==> config.mk <==
export PLATFORM = sky130hd
export DESIGN_NAME = can_fast_packet_reassembler
export DESIGN_NICKNAME = d
export VERILOG_FILES = /design/src/rtl/core/cfpr_pkg.sv /design/src/rtl/core/can_fast_packet_reassembler.sv
export VERILOG_INCLUDE_DIRS = /design/src /design/src/rtl/core
export SDC_FILE = /design/constraint.sdc
export NUM_CORES = 1
export LEC_CHECK = 0
export ABC_CLOCK_PERIOD_IN_PS = 10050
export BUFFER_PORTS_ARGS = -buffer_cell sky130_fd_sc_hd__buf_2
export CORE_ASPECT_RATIO = 1.75
export CORE_UTILIZATION = 55
export CTS_CLUSTER_DIAMETER = 100
export DETAILED_ROUTE_END_ITERATION = 16
export GPL_TIMING_DRIVEN = 0
export HOLD_SLACK_MARGIN = 0.05
export PLACE_DENSITY = 0.81
export SLEW_MARGIN = 20
export SYNTH_ARGS = -nofsm -noshare
export SYNTH_HDL_FRONTEND = slang
export SYNTH_SLANG_ARGS = --single-unit
==> constraint.sdc <==
create_clock -name i_clk -period 10.05 [get_ports i_clk]
set_input_delay 1.005 -clock i_clk [delete_from_list [all_inputs] [get_ports i_clk]]
set_output_delay 1.005 -clock i_clk [all_outputs]
set_load 0.03 [all_outputs]
==> src/rtl/core/can_fast_packet_reassembler_macros.svh <==
// Assertion macros for the CAN fast-packet reassembler.
// No dependencies; included by the top level.
`ifndef CAN_FAST_PACKET_REASSEMBLER_MACROS_SVH
`define CAN_FAST_PACKET_REASSEMBLER_MACROS_SVH

// same-cycle implication, disabled during reset
`define CFPR_ASSERT_IMPL(label, clk, rst_n, ante, cons) \
    label: assert property (@(posedge clk) disable iff (!rst_n) (ante) |-> (cons)) \
        else $error("cfpr assertion failed");

// next-cycle implication, disabled during reset
`define CFPR_ASSERT_NEXT(label, clk, rst_n, ante, cons) \
    label: assert property (@(posedge clk) disable iff (!rst_n) (ante) |=> (cons)) \
        else $error("cfpr assertion failed");

`endif

==> src/rtl/core/cfpr_pkg.sv <==
// Package for the CAN fast-packet reassembler: status codes, list codes,
// stream widths and the constant PGN lists with their lookup functions.
`default_nettype none

package cfpr_pkg;

    localparam int IN_TDATA_W  = 104;
    localparam int OUT_TDATA_W = 112;
    localparam int OUT_TUSER_W = 4;

    typedef enum logic [2:0] {
        ST_IGNORED     = 3'd0,
        ST_OTHER_UNIT  = 3'd1,
        ST_UNKNOWN     = 3'd2,
        ST_SINGLE_DONE = 3'd3,
        ST_FAST_START  = 3'd4,
        ST_FAST_CONT   = 3'd5,
        ST_FAST_DONE   = 3'd6,
        ST_SEQ_ERROR   = 3'd7
    } t_status;

    localparam logic [1:0] LIST_NONE = 2'd0;
    localparam logic [1:0] LIST_GPS  = 2'd1;
    localparam logic [1:0] LIST_AIS  = 2'd2;

    localparam logic USED_GPS = 1'b0;
    localparam logic USED_AIS = 1'b1;

    typedef struct packed {
        logic [16:0] pgn;
        logic        fast;
        logic        typed;
    } t_rom_entry;

    typedef struct packed {
        logic hit;
        logic fast;
        logic typed;
    } t_match;

    localparam int GPS_COUNT = 11;
    localparam int AIS_COUNT = 14;

    localparam t_rom_entry GPS_ROM [GPS_COUNT] = '{
        '{17'd59392,  1'b0, 1'b0}, '{17'd60928,  1'b0, 1'b0},
        '{17'd126208, 1'b0, 1'b0}, '{17'd126464, 1'b1, 1'b0},
        '{17'd126992, 1'b0, 1'b0}, '{17'd126996, 1'b1, 1'b0},
        '{17'd129025, 1'b0, 1'b1}, '{17'd129026, 1'b0, 1'b1},
        '{17'd129029, 1'b1, 1'b1}, '{17'd129539, 1'b0, 1'b1},
        '{17'd129540, 1'b1, 1'b1}
    };

    localparam t_rom_entry AIS_ROM [AIS_COUNT] = '{
        '{17'd59392,  1'b0, 1'b0}, '{17'd60928,  1'b0, 1'b0},
        '{17'd126208, 1'b0, 1'b0}, '{17'd126464, 1'b1, 1'b0},
        '{17'd126992, 1'b0, 1'b0}, '{17'd126996, 1'b1, 1'b0},
        '{17'd129038, 1'b1, 1'b1}, '{17'd129039, 1'b1, 1'b1},
        '{17'd129040, 1'b1, 1'b1}, '{17'd129794, 1'b1, 1'b1},
        '{17'd129798, 1'b1, 1'b1}, '{17'd129802, 1'b1, 1'b1},
        '{17'd129809, 1'b1, 1'b1}, '{17'd129810, 1'b1, 1'b1}
    };

    function automatic t_match gps_find(input logic [16:0] pgn);
        t_match m;
        m = '0;
        for (int i = 0; i < GPS_COUNT; i++) begin
            if (!m.hit && GPS_ROM[i].pgn == pgn) begin
                m = '{1'b1, GPS_ROM[i].fast, GPS_ROM[i].typed};
            end
        end
        return m;
    endfunction

    function automatic t_match ais_find(input logic [16:0] pgn);
        t_match m;
        m = '0;
        for (int i = 0; i < AIS_COUNT; i++) begin
            if (!m.hit && AIS_ROM[i].pgn == pgn) begin
                m = '{1'b1, AIS_ROM[i].fast, AIS_ROM[i].typed};
            end
        end
        return m;
    endfunction

endpackage

`default_nettype wire

==> src/rtl/core/can_fast_packet_reassembler.sv <==
// Each frame passes through an input register and then a result register before its
// result transaction is offered. Throughput: one frame per cycle while the result side
// is not stalled, set by the single pass of PGN decode, parallel ROM match and offset
// arithmetic. Depends on cfpr_pkg and the macro header.
// Synchronous active-low reset clears both pipeline valids and all
// reassembly state (unit lock, list choice, sequence, offset, length).
`default_nettype none

`include "can_fast_packet_reassembler_macros.svh"

module can_fast_packet_reassembler (
    input  wire logic                           i_clk,
    input  wire logic                           i_rst_n,
    input  wire logic                           i_s_axis_tvalid,
    output logic                                o_s_axis_tready,
    // [31:0] frame_id, [35:32] length_code, [99:36] frame_bytes, [103:100] zero
    input  wire logic [cfpr_pkg::IN_TDATA_W-1:0] i_s_axis_tdata,
    output logic                                o_m_axis_tvalid,
    input  wire logic                           i_m_axis_tready,
    // [16:0] group_number, [24:17] source_address, [32:25] write_offset,
    // [36:33] byte_count, [100:37] payload, [108:101] message_length, [111:109] zero
    output logic [cfpr_pkg::OUT_TDATA_W-1:0]    o_m_axis_tdata,
    // [2:0] status, [3] list_used
    output logic [cfpr_pkg::OUT_TUSER_W-1:0]    o_m_axis_tuser
);
    import cfpr_pkg::*;

    logic        r_in_valid;
    logic [31:0] r_in_id;
    logic [3:0]  r_in_dlc;
    logic [63:0] r_in_data;

    logic        r_out_valid;
    t_status     r_out_status;
    logic [16:0] r_out_pgn;
    logic [7:0]  r_out_src;
    logic        r_out_used;
    logic [7:0]  r_out_woff;
    logic [3:0]  r_out_cnt;
    logic [63:0] r_out_pay;
    logic [7:0]  r_out_mlen;

    logic [7:0]  r_locked_unit;
    logic        r_unit_locked;
    logic [1:0]  r_list_choice;
    logic [8:0]  r_expected_seq;
    logic [7:0]  r_fill_offset;
    logic [7:0]  r_fast_length;

    t_status     n_status;
    logic [16:0] n_pgn;
    logic [7:0]  n_src;
    logic        n_used;
    logic [7:0]  n_woff;
    logic [3:0]  n_cnt;
    logic [63:0] n_pay;
    logic [7:0]  n_mlen;

    logic [7:0]  n_locked_unit;
    logic        n_unit_locked;
    logic [1:0]  n_list_choice;
    logic [8:0]  n_expected_seq;
    logic [7:0]  n_fill_offset;
    logic [7:0]  n_fast_length;

    logic        advance;
    logic        take;
    t_match      gps_m;
    t_match      ais_m;
    t_match      hit;
    logic [16:0] pgn_field;
    logic [7:0]  b0;
    logic [8:0]  room;
    logic [63:0] src_bytes;

    logic        out_single;
    logic        out_single_ok;
    logic        out_ignored;
    logic        out_ignored_ok;

    assign advance         = !r_out_valid || i_m_axis_tready;
    assign take            = advance && r_in_valid;
    assign o_s_axis_tready = !r_in_valid || advance;

    always_comb begin
        pgn_field      = r_in_id[24:8];
        n_status       = ST_IGNORED;
        n_pgn          = '0;
        n_src          = '0;
        n_used         = USED_GPS;
        n_woff         = '0;
        n_cnt          = '0;
        n_pay          = '0;
        n_mlen         = '0;
        n_locked_unit  = r_locked_unit;
        n_unit_locked  = r_unit_locked;
        n_list_choice  = r_list_choice;
        n_expected_seq = r_expected_seq;
        n_fill_offset  = r_fill_offset;
        n_fast_length  = r_fast_length;
        hit            = '0;
        b0             = r_in_data[7:0];
        room           = {1'b0, r_fast_length} - {1'b0, r_fill_offset};
        src_bytes      = r_in_data;

        if (pgn_field[16:8] < 9'd240) begin
            pgn_field[7:0] = '0;
        end
        gps_m = gps_find(pgn_field);
        ais_m = ais_find(pgn_field);

        if (r_in_id[31]) begin
            n_pgn = pgn_field;
            n_src = r_in_id[7:0];
            if (!r_unit_locked) begin
                n_locked_unit = r_in_id[7:0];
                n_unit_locked = 1'b1;
            end
            if (r_in_id[7:0] != n_locked_unit) begin
                n_status = ST_OTHER_UNIT;
            end else begin
                if (r_list_choice == LIST_GPS) begin
                    hit    = gps_m;
                    n_used = USED_GPS;
                end else if (r_list_choice != LIST_NONE) begin
                    hit    = ais_m;
                    n_used = USED_AIS;
                end else begin
                    if (gps_m.hit) begin
                        hit    = gps_m;
                        n_used = USED_GPS;
                    end else begin
                        hit    = ais_m;
                        n_used = USED_AIS;
                    end
                    if (hit.hit && hit.typed) begin
                        n_list_choice = (n_used == USED_AIS) ? LIST_AIS : LIST_GPS;
                    end
                end

                if (!hit.hit) begin
                    n_status = ST_UNKNOWN;
                    n_used   = USED_GPS;
                end else if (!hit.fast) begin
                    n_cnt          = (r_in_dlc > 4'd8) ? 4'd8 : r_in_dlc;
                    n_expected_seq = '0;
                    n_fill_offset  = {4'b0, n_cnt};
                    n_mlen         = {4'b0, n_cnt};
                    n_status       = ST_SINGLE_DONE;
                end else if (b0[4:0] == 5'd0) begin
                    n_fast_length  = r_in_data[15:8];
                    n_expected_seq = {1'b0, b0} + 9'd1;
                    n_fill_offset  = 8'd6;
                    n_cnt          = 4'd6;
                    src_bytes      = r_in_data >> 16;
                    n_status       = ST_FAST_START;
                end else if ({1'b0, b0} == r_expected_seq) begin
                    n_woff = r_fill_offset;
                    if (r_fast_length > r_fill_offset) begin
                        n_cnt = (room > 9'd7) ? 4'd7 : room[3:0];
                    end
                    n_fill_offset = r_fill_offset + {4'b0, n_cnt};
                    src_bytes     = r_in_data >> 8;
                    if (n_fill_offset == r_fast_length) begin
                        n_mlen        = r_fast_length;
                        n_fast_length = '0;
                        n_status      = ST_FAST_DONE;
                    end else begin
                        n_expected_seq = r_expected_seq + 9'd1;
                        n_status       = ST_FAST_CONT;
                    end
                end else begin
                    n_expected_seq = '0;
                    n_fast_length  = '0;
                    n_status       = ST_SEQ_ERROR;
                end

                for (int k = 0; k < 8; k++) begin
                    if (4'(k) < n_cnt) begin
                        n_pay[k*8 +: 8] = src_bytes[k*8 +: 8];
                    end
                end
            end
        end
    end

    always_ff @(posedge i_clk) begin
        if (!i_rst_n) begin
            r_in_valid     <= 1'b0;
            r_out_valid    <= 1'b0;
            r_locked_unit  <= '0;
            r_unit_locked  <= 1'b0;
            r_list_choice  <= LIST_NONE;
            r_expected_seq <= '0;
            r_fill_offset  <= '0;
            r_fast_length  <= '0;
        end else begin
            if (o_s_axis_tready) begin
                r_in_valid <= i_s_axis_tvalid;
            end
            if (advance) begin
                r_out_valid <= r_in_valid;
            end
            if (take) begin
                r_locked_unit  <= n_locked_unit;
                r_unit_locked  <= n_unit_locked;
                r_list_choice  <= n_list_choice;
                r_expected_seq <= n_expected_seq;
                r_fill_offset  <= n_fill_offset;
                r_fast_length  <= n_fast_length;
            end
        end
    end

    always_ff @(posedge i_clk) begin
        if (o_s_axis_tready && i_s_axis_tvalid) begin
            r_in_id   <= i_s_axis_tdata[31:0];
            r_in_dlc  <= i_s_axis_tdata[35:32];
            r_in_data <= i_s_axis_tdata[99:36];
        end
        if (take) begin
            r_out_status <= n_status;
            r_out_pgn    <= n_pgn;
            r_out_src    <= n_src;
            r_out_used   <= n_used;
            r_out_woff   <= n_woff;
            r_out_cnt    <= n_cnt;
            r_out_pay    <= n_pay;
            r_out_mlen   <= n_mlen;
        end
    end

    assign o_m_axis_tvalid = r_out_valid;
    assign o_m_axis_tdata  = {3'b0, r_out_mlen, r_out_pay, r_out_cnt, r_out_woff,
                              r_out_src, r_out_pgn};
    assign o_m_axis_tuser  = {r_out_used, r_out_status};

    assign out_single     = r_out_valid && r_out_status == ST_SINGLE_DONE;
    assign out_single_ok  = r_out_mlen == {4'b0, r_out_cnt} && r_out_woff == 8'd0;
    assign out_ignored    = r_out_valid && r_out_status == ST_IGNORED;
    assign out_ignored_ok = r_out_pgn == 17'd0 && r_out_cnt == 4'd0 && r_out_pay == 64'd0;

    `CFPR_ASSERT_IMPL(a_count_max, i_clk, i_rst_n, r_out_valid, r_out_cnt <= 4'd8)
    `CFPR_ASSERT_IMPL(a_single_len, i_clk, i_rst_n, out_single, out_single_ok)
    `CFPR_ASSERT_IMPL(a_ignored_zero, i_clk, i_rst_n, out_ignored, out_ignored_ok)
    `CFPR_ASSERT_NEXT(a_done_clears, i_clk, i_rst_n, take && n_status == ST_FAST_DONE, r_fast_length == 8'd0)

endmodule

`default_nettype wire

=== Yosys cells after proc, flatten, opt, wreduce, memory -nomap -nowiden ===
Cells that the tools add are included.

* Muxes and demuxes: 77
* Reduce and logical (&&, ||, !) cells: 63
* Add/subtract/negate cells: 4
* Bitwise logic cells: 16
* Order comparisons: 12
* Equal/unequal tests: 26

{| class="wikitable"
|+ Operators with widths
! kind !! number
|-
| $eq A17 B17 Y1 const A || 17
|-
| $mux W64 || 4
|-
| $mux W3 || 30
|-
| $mux W4 || 19
|-
| $mux W8 || 9
|-
| $mux W9 || 4
|-
| $eq A16 B17 Y1 const A || 2
|-
| $reduce_or A3 Y1 || 9
|-
| $logic_and A1 B1 Y1 || 21
|-
| $logic_not A1 Y1 || 19
|-
| $lt A3 B4 Y1 const A || 4
|-
| $not A1 Y1 || 16
|-
| $reduce_and A6 Y1 || 2
|-
| $reduce_and A5 Y1 || 2
|-
| $add A8 B1 Y9 const B || 1
|-
| $add A9 B1 Y9 const B || 1
|-
| $eq A8 B9 Y1 || 1
|-
| $gt A9 B3 Y1 const B || 1
|-
| $lt A9 B8 Y1 const B || 1
|-
| $sub A8 B8 Y9 || 1
|-
| $add A8 B4 Y8 || 1
|-
| $eq A8 B8 Y1 || 1
|-
| $gt A8 B8 Y1 || 1
|-
| $lt A1 B4 Y1 const A || 2
|-
| other kinds (17) || 29
|}

* Register bits after elaboration: 251
* Logic and storage cells: 227
* Output and inout port bits: 118
* Bits of input ports: 108

=== Logic depth before layout (Yosys ltp) ===
* Depth after elaboration: 65
* Mapped depth: 20

=== Worst setup path before layout ===
Ideal clock, no wire load.

* Path kind: input to register
* Start point: input i_m_axis_tready
* End point: register r_expected_seq[4]
* Buffers on the path: 0
* Arrival time: 8.320 ns
* Setup time: 0.070 ns
* Setup slack: 1.660 ns
* Stages: 7
* Path through: nor2b_1 -> nor2b_1 -> nand3_1 -> a21oi_4 -> a21bo_2 -> or4_1 -> a21boi_1

* Cells in the longest elaborated chain, start to end: 3

{| class="wikitable"
|+ Ends and longest elaborated chain
! item !! line !! RTL
|-
| from (decl) || can_fast_packet_reassembler.sv:19 || <nowiki>input wire logic i_m_axis_tready,</nowiki>
|-
| $logic_or A1 B1 Y1 || can_fast_packet_reassembler.sv:81 || <nowiki>assign advance = !r_out_valid || i_m_axis_tready;</nowiki>
|-
| $logic_and A1 B1 Y1 || can_fast_packet_reassembler.sv:82 || <nowiki>assign take = advance && r_in_valid;</nowiki>
|-
| via take || can_fast_packet_reassembler.sv:67 || <nowiki>logic take;</nowiki>
|-
| $reduce_and A5 Y1 (no line) || - ||
|-
| to (signal assigned) || can_fast_packet_reassembler.sv:208 || <nowiki>r_expected_seq <= n_expected_seq;</nowiki>
|-
| to (decl) || can_fast_packet_reassembler.sv:46 || <nowiki>logic [8:0] r_expected_seq;</nowiki>
|}

The timed path passes the listed nets, and every way through them passes these cells.
A chain may end at the register's enable or synchronous reset.

=== Final worst setup path ===
* Start point: register r_fill_offset[1]
* End point: register r_fast_length[6]

* Cells in the longest elaborated chain, start to end: 14
* Elaborated cells between the ends (all ways): 15
* Those cells by class: 2 x add/sub; 2 x order compare; 2 x eq/ne; 8 x mux; 1 x reduce/logical

{| class="wikitable"
|+ Ends and longest elaborated chain
! item !! line !! RTL
|-
| from (decl) || can_fast_packet_reassembler.sv:47 || <nowiki>logic [7:0] r_fill_offset;</nowiki>
|-
| from (signal assigned) || can_fast_packet_reassembler.sv:209 || <nowiki>r_fill_offset <= n_fill_offset;</nowiki>
|-
| $sub A8 B8 Y9 || can_fast_packet_reassembler.sv:103 || <nowiki>room = {1'b0, r_fast_length} - {1'b0, r_fill_offset};</nowiki>
|-
| $gt A9 B3 Y1 || can_fast_packet_reassembler.sv:160 || <nowiki>n_cnt = (room > 9'd7) ? 4'd7 : room[3:0];</nowiki>
|-
| $mux W4 || can_fast_packet_reassembler.sv:160 ||
|-
| $mux W4 || can_fast_packet_reassembler.sv:159 || <nowiki>if (r_fast_length > r_fill_offset) begin</nowiki>
|-
| $mux W4 || can_fast_packet_reassembler.sv:157 || <nowiki>end else if ({1'b0, b0} == r_expected_seq) begin</nowiki>
|-
| $mux W4 || can_fast_packet_reassembler.sv:150 || <nowiki>end else if (b0[4:0] == 5'd0) begin</nowiki>
|-
| $mux W4 || can_fast_packet_reassembler.sv:144 || <nowiki>end else if (!hit.fast) begin</nowiki>
|-
| $mux W4 || can_fast_packet_reassembler.sv:141 || <nowiki>if (!hit.hit) begin</nowiki>
|-
| $mux W4 || can_fast_packet_reassembler.sv:119 || <nowiki>if (r_in_id[7:0] != n_locked_unit) begin</nowiki>
|-
| $mux W4 || can_fast_packet_reassembler.sv:112 || <nowiki>if (r_in_id[31]) begin</nowiki>
|-
| $add A8 B4 Y8 * || can_fast_packet_reassembler.sv:162 || <nowiki>n_fill_offset = r_fill_offset + {4'b0, n_cnt};</nowiki>
|-
| $eq A8 B8 Y1 * || can_fast_packet_reassembler.sv:164 || <nowiki>if (n_fill_offset == r_fast_length) begin</nowiki>
|-
| $ne A3 B2 Y1 (no line) * || - ||
|-
| $reduce_and A6 Y1 (no line) * || - ||
|-
| to (signal assigned) || can_fast_packet_reassembler.sv:210 || <nowiki>r_fast_length <= n_fast_length;</nowiki>
|-
| to (decl) || can_fast_packet_reassembler.sv:48 || <nowiki>logic [7:0] r_fast_length;</nowiki>
|}

Mark *: on every way between the ends. The rest lies on a longest branch, timed or not. The select of a mux whose other input is x is not followed.

==> qor.yml <==
outcome: "complete, no violations"
grt_pass1_vias: 8539
drt_pass1_iterations: 5
setup_viol: 0
coreArea_mm2: 0.0199
postLayoutCoreUtil: 0.677
die_height_um: 191
skew_ps: 20.0
port_buffers: 211
dp_hpwl_um: 22400
drc: 0
grt_pass1_wl_um: 45500
cts-root-buf: "clkbuf_16"
p_sw_uw: 528
netlist_top_cells_area: "edfxtp_1, dfxtp_1, a211oi_1"
cts.clk_slew.worst_paths_ps: 60
antenna_found_initial: 1
ys_seq_elements: 245
antenna_left: 0
start_util: 0.565
tns_ps: 0
critPathArrivalTime_ps: 6060
cts_resized: 0
criticalPathCategory: "flop to flop"
io_pins: 226
grt_usage: 0.288
gp_congestion: 0.992
drv_cap: 0
rsz0062_at_grt: "false"
use_met2: 0.535
hold_viol: 0
syn_area_per_cell_um2: 12.1
crit_end: "r_fast_length[6]"
cts_setup_buffers: 0
die_x_um: 110
syn_inst: 926
switching_share: 0.240
leakagePower_nw: 5.00
grt.busiest_layer: "met2"
drtIter0Drc: 673
rrSetupSlack_ps: 4390
power_density_mw_per_mm2: 163
synth-async-reset-ratio: 0
syn-cell-area_mm2: 0.0112
synth_cell_types: 74
vdd_drop_max_mv: 0.165
post-route-period-util: 0.563
worst_r2r_endpoint: "r_fast_length[6]"
min_path_type: "flop to flop"
hold_buffers: 0
area_growth_pct: 19.8
cts_tree: "built"
drive_gt1_frac: 0.241
die_area_mm2: 0.0210
ys_warn_count: 0
netlist.area_leader.share: 0.553
crit_fanout: 10
required_ps: 10450
rr_startpoint: "r_fill_offset[1]"
fin_crit_ps: 5660
final_net_count: 1295
slew_headroom: 0.301
sequentialPowerShare: 0.538
overflow: 0
vias: 8636
wl_um: 29700
fp-row-count: 68
clk_latency_ps: 530
worst_pin_slew_ps: 1050
crit_start: "r_fill_offset[1]"
endpoint_kind: "flop"
yosysTopAreaCell: "edfxtp_1"
internal_power_mw: 1.67
wl_per_cell_um: 20.8
cts.sinks: 245
numCtsBuffers: 23
r2r_cells: 19
met3_usage: 0.0419
comb_power_share: 0.077
synth_edf_count: 207
slew_violations: 0
start_kind: "flop"
clock.fmax_mhz: 177
grt_use_met1: 0.307
cts-htree-levels: 1
routed_via_density: 6.03
ys_seq_area_frac: 0.620
grt_max_degree: 49
cts_max_path_buffers: 3
synth_ff_type: "edfxtp_1"
clockPowerShare: 0.384
[state kept, by name (all words and copies together), names as in the netlist, 2 cells and up]
signal          flops
r_fill_offset       8
r_in_data          64
r_expected_seq      9
r_out_cnt           4
r_out_src           8
r_in_id            26
r_out_status        3
r_list_choice       2
r_out_pgn          17
r_locked_unit       8
r_out_woff          8
r_fast_length       8
r_out_pay          64
r_out_mlen          8
r_in_dlc            4
[cell usage after synthesis, types with 3 or more instances]
cell / n
ha_1: 15
edfxtp_1: 207
xnor2_1: 14
a22o_1: 9
a22oi_1: 16
mux2i_1: 9
and3_1: 11
o21ai_1: 3
a211o_1: 4
a31oi_1: 3
o22ai_1: 48
nor2_1: 80
or4bb_1: 4
buf_4: 4
a21boi_0: 5
nor4_1: 8
inv_1: 19
a211oi_1: 45
a21o_1: 3
clkbuf_1: 39
a21oi_1: 36
dfxtp_1: 38
buf_2: 8
o21a_1: 8
buf_1: 3
nand4_1: 4
nor4b_1: 4
a311o_1: 3
nand3_1: 31
xor2_1: 19
o21ai_0: 26
nor3_1: 22
or4b_2: 3
nand2b_1: 10
nand4b_1: 5
or4_1: 6
nor2b_1: 19
nand2_1: 41
a221o_1: 6
and2_1: 38
[metal layers]
layer | share of wire | routed length [µm]
met1 | 0.34 | 10200
met4 | 0.054 | 1610
met3 | 0.063 | 1880
met5 | 0 | 0
met2 | 0.54 | 16000
[kinds of logic (layout without fill, tap and decap cells)]
kind of cell               count (synthesis)  in the layout  share of synthesized area
AOI/OAI and AO/OA                        247            247                      0.154
xor gates and xnor gates                  33             33                     0.0257
adders and majority gates                 17             17                     0.0203
buffers and inverters                     73            331                     0.0266
DFF                                      245            245                      0.620
muxes                                      9              9                    0.00801
other                                      1              5                   0.000333
and+or+nand+nor                          301            301                      0.144
[critical path, stage by stage, from the launching register on]
cell and delay, ps:
dfxtp_1 420, inv_1 130, ha_1 320, nand2b_1 80, a21oi_1 260, o31ai_1 120, a221o_1 420, a31oi_1 350
ha_1 290, inv_1 70, fa_1 390, xor2_1 250, xor2_1 170, nand3_1 120, a311o_1 350, a2111oi_2 810
o211ai_1 460, clkbuf_1 300, nand3_1 120, o21ai_0 90
[cells in the final DEF, fill, tap and decap left out, drive strengths merged, types with 14 or more instances in the layout]
cell type,netlist,layout
o21ai,30,30
edfxtp,207,207
xor2,19,19
xnor2,14,14
nor2b,19,19
nand3,31,31
buf,15,231
nor2,80,80
o22ai,48,48
a22oi,16,16
ha,15,15
nand2,41,41
nor3,23,23
dfxtp,38,38
a21oi,39,39
clkbuf,39,68
inv,19,20
a211oi,46,46
and2,38,38
[cell type report]
cell class | instances | area (µm²)
repair buffers | 216 | 1160
clock buffers | 29 | 608
multi-input cells | 611 | 4000
well taps | 245 | 307
fillers | 1513 | 6440
inverters | 19 | 71.3
clock inverters | 13 | 119
diodes | 1 | 2.50
plain buffers | 54 | 228
flip-flops and latches | 245 | 6980
[power by group through the flow]
stage                     Combinational, mW  Clock [mW]  Sequential, mW
after floorplan                      0.0577           0            1.24
after global placement                0.161           0            1.21
final                                 0.170       0.845            1.18
after global routing                  0.181       0.888            1.19
after detailed placement              0.170           0            1.20
after CTS                             0.171       0.854            1.18
[through the flow]
stage | hold slack, ps | area [µm²] | total power [mW] | setup WS (ps) | cells
after global routing | 519 | 13500 | 2.26 | 3970 | 1433
after global placement | 479 | 12600 | 1.37 | -1430 | 1385
after floorplan | 450 | 11300 | 1.30 | 1660 | 929
after detailed placement | 480 | 12700 | 1.37 | 4450 | 1390
after CTS | 503 | 13500 | 2.21 | 4410 | 1432
final | 502 | 13500 | 2.20 | 4390 | 1433
[worst min path at each step]
stage / startpoint / endpoint / slack, ps / cells past startpoint
floorplan: r_expected_seq[8] / r_expected_seq[8] / 450 / 1
global placement: r_expected_seq[8] / r_expected_seq[8] / 480 / 1
detailed placement: r_expected_seq[8] / r_expected_seq[8] / 480 / 1
CTS: r_expected_seq[8] / r_expected_seq[8] / 500 / 1
global route: r_expected_seq[8] / r_expected_seq[8] / 520 / 1
finish: r_expected_seq[8] / r_expected_seq[8] / 500 / 1
Power figures use the tool's default switching activity.
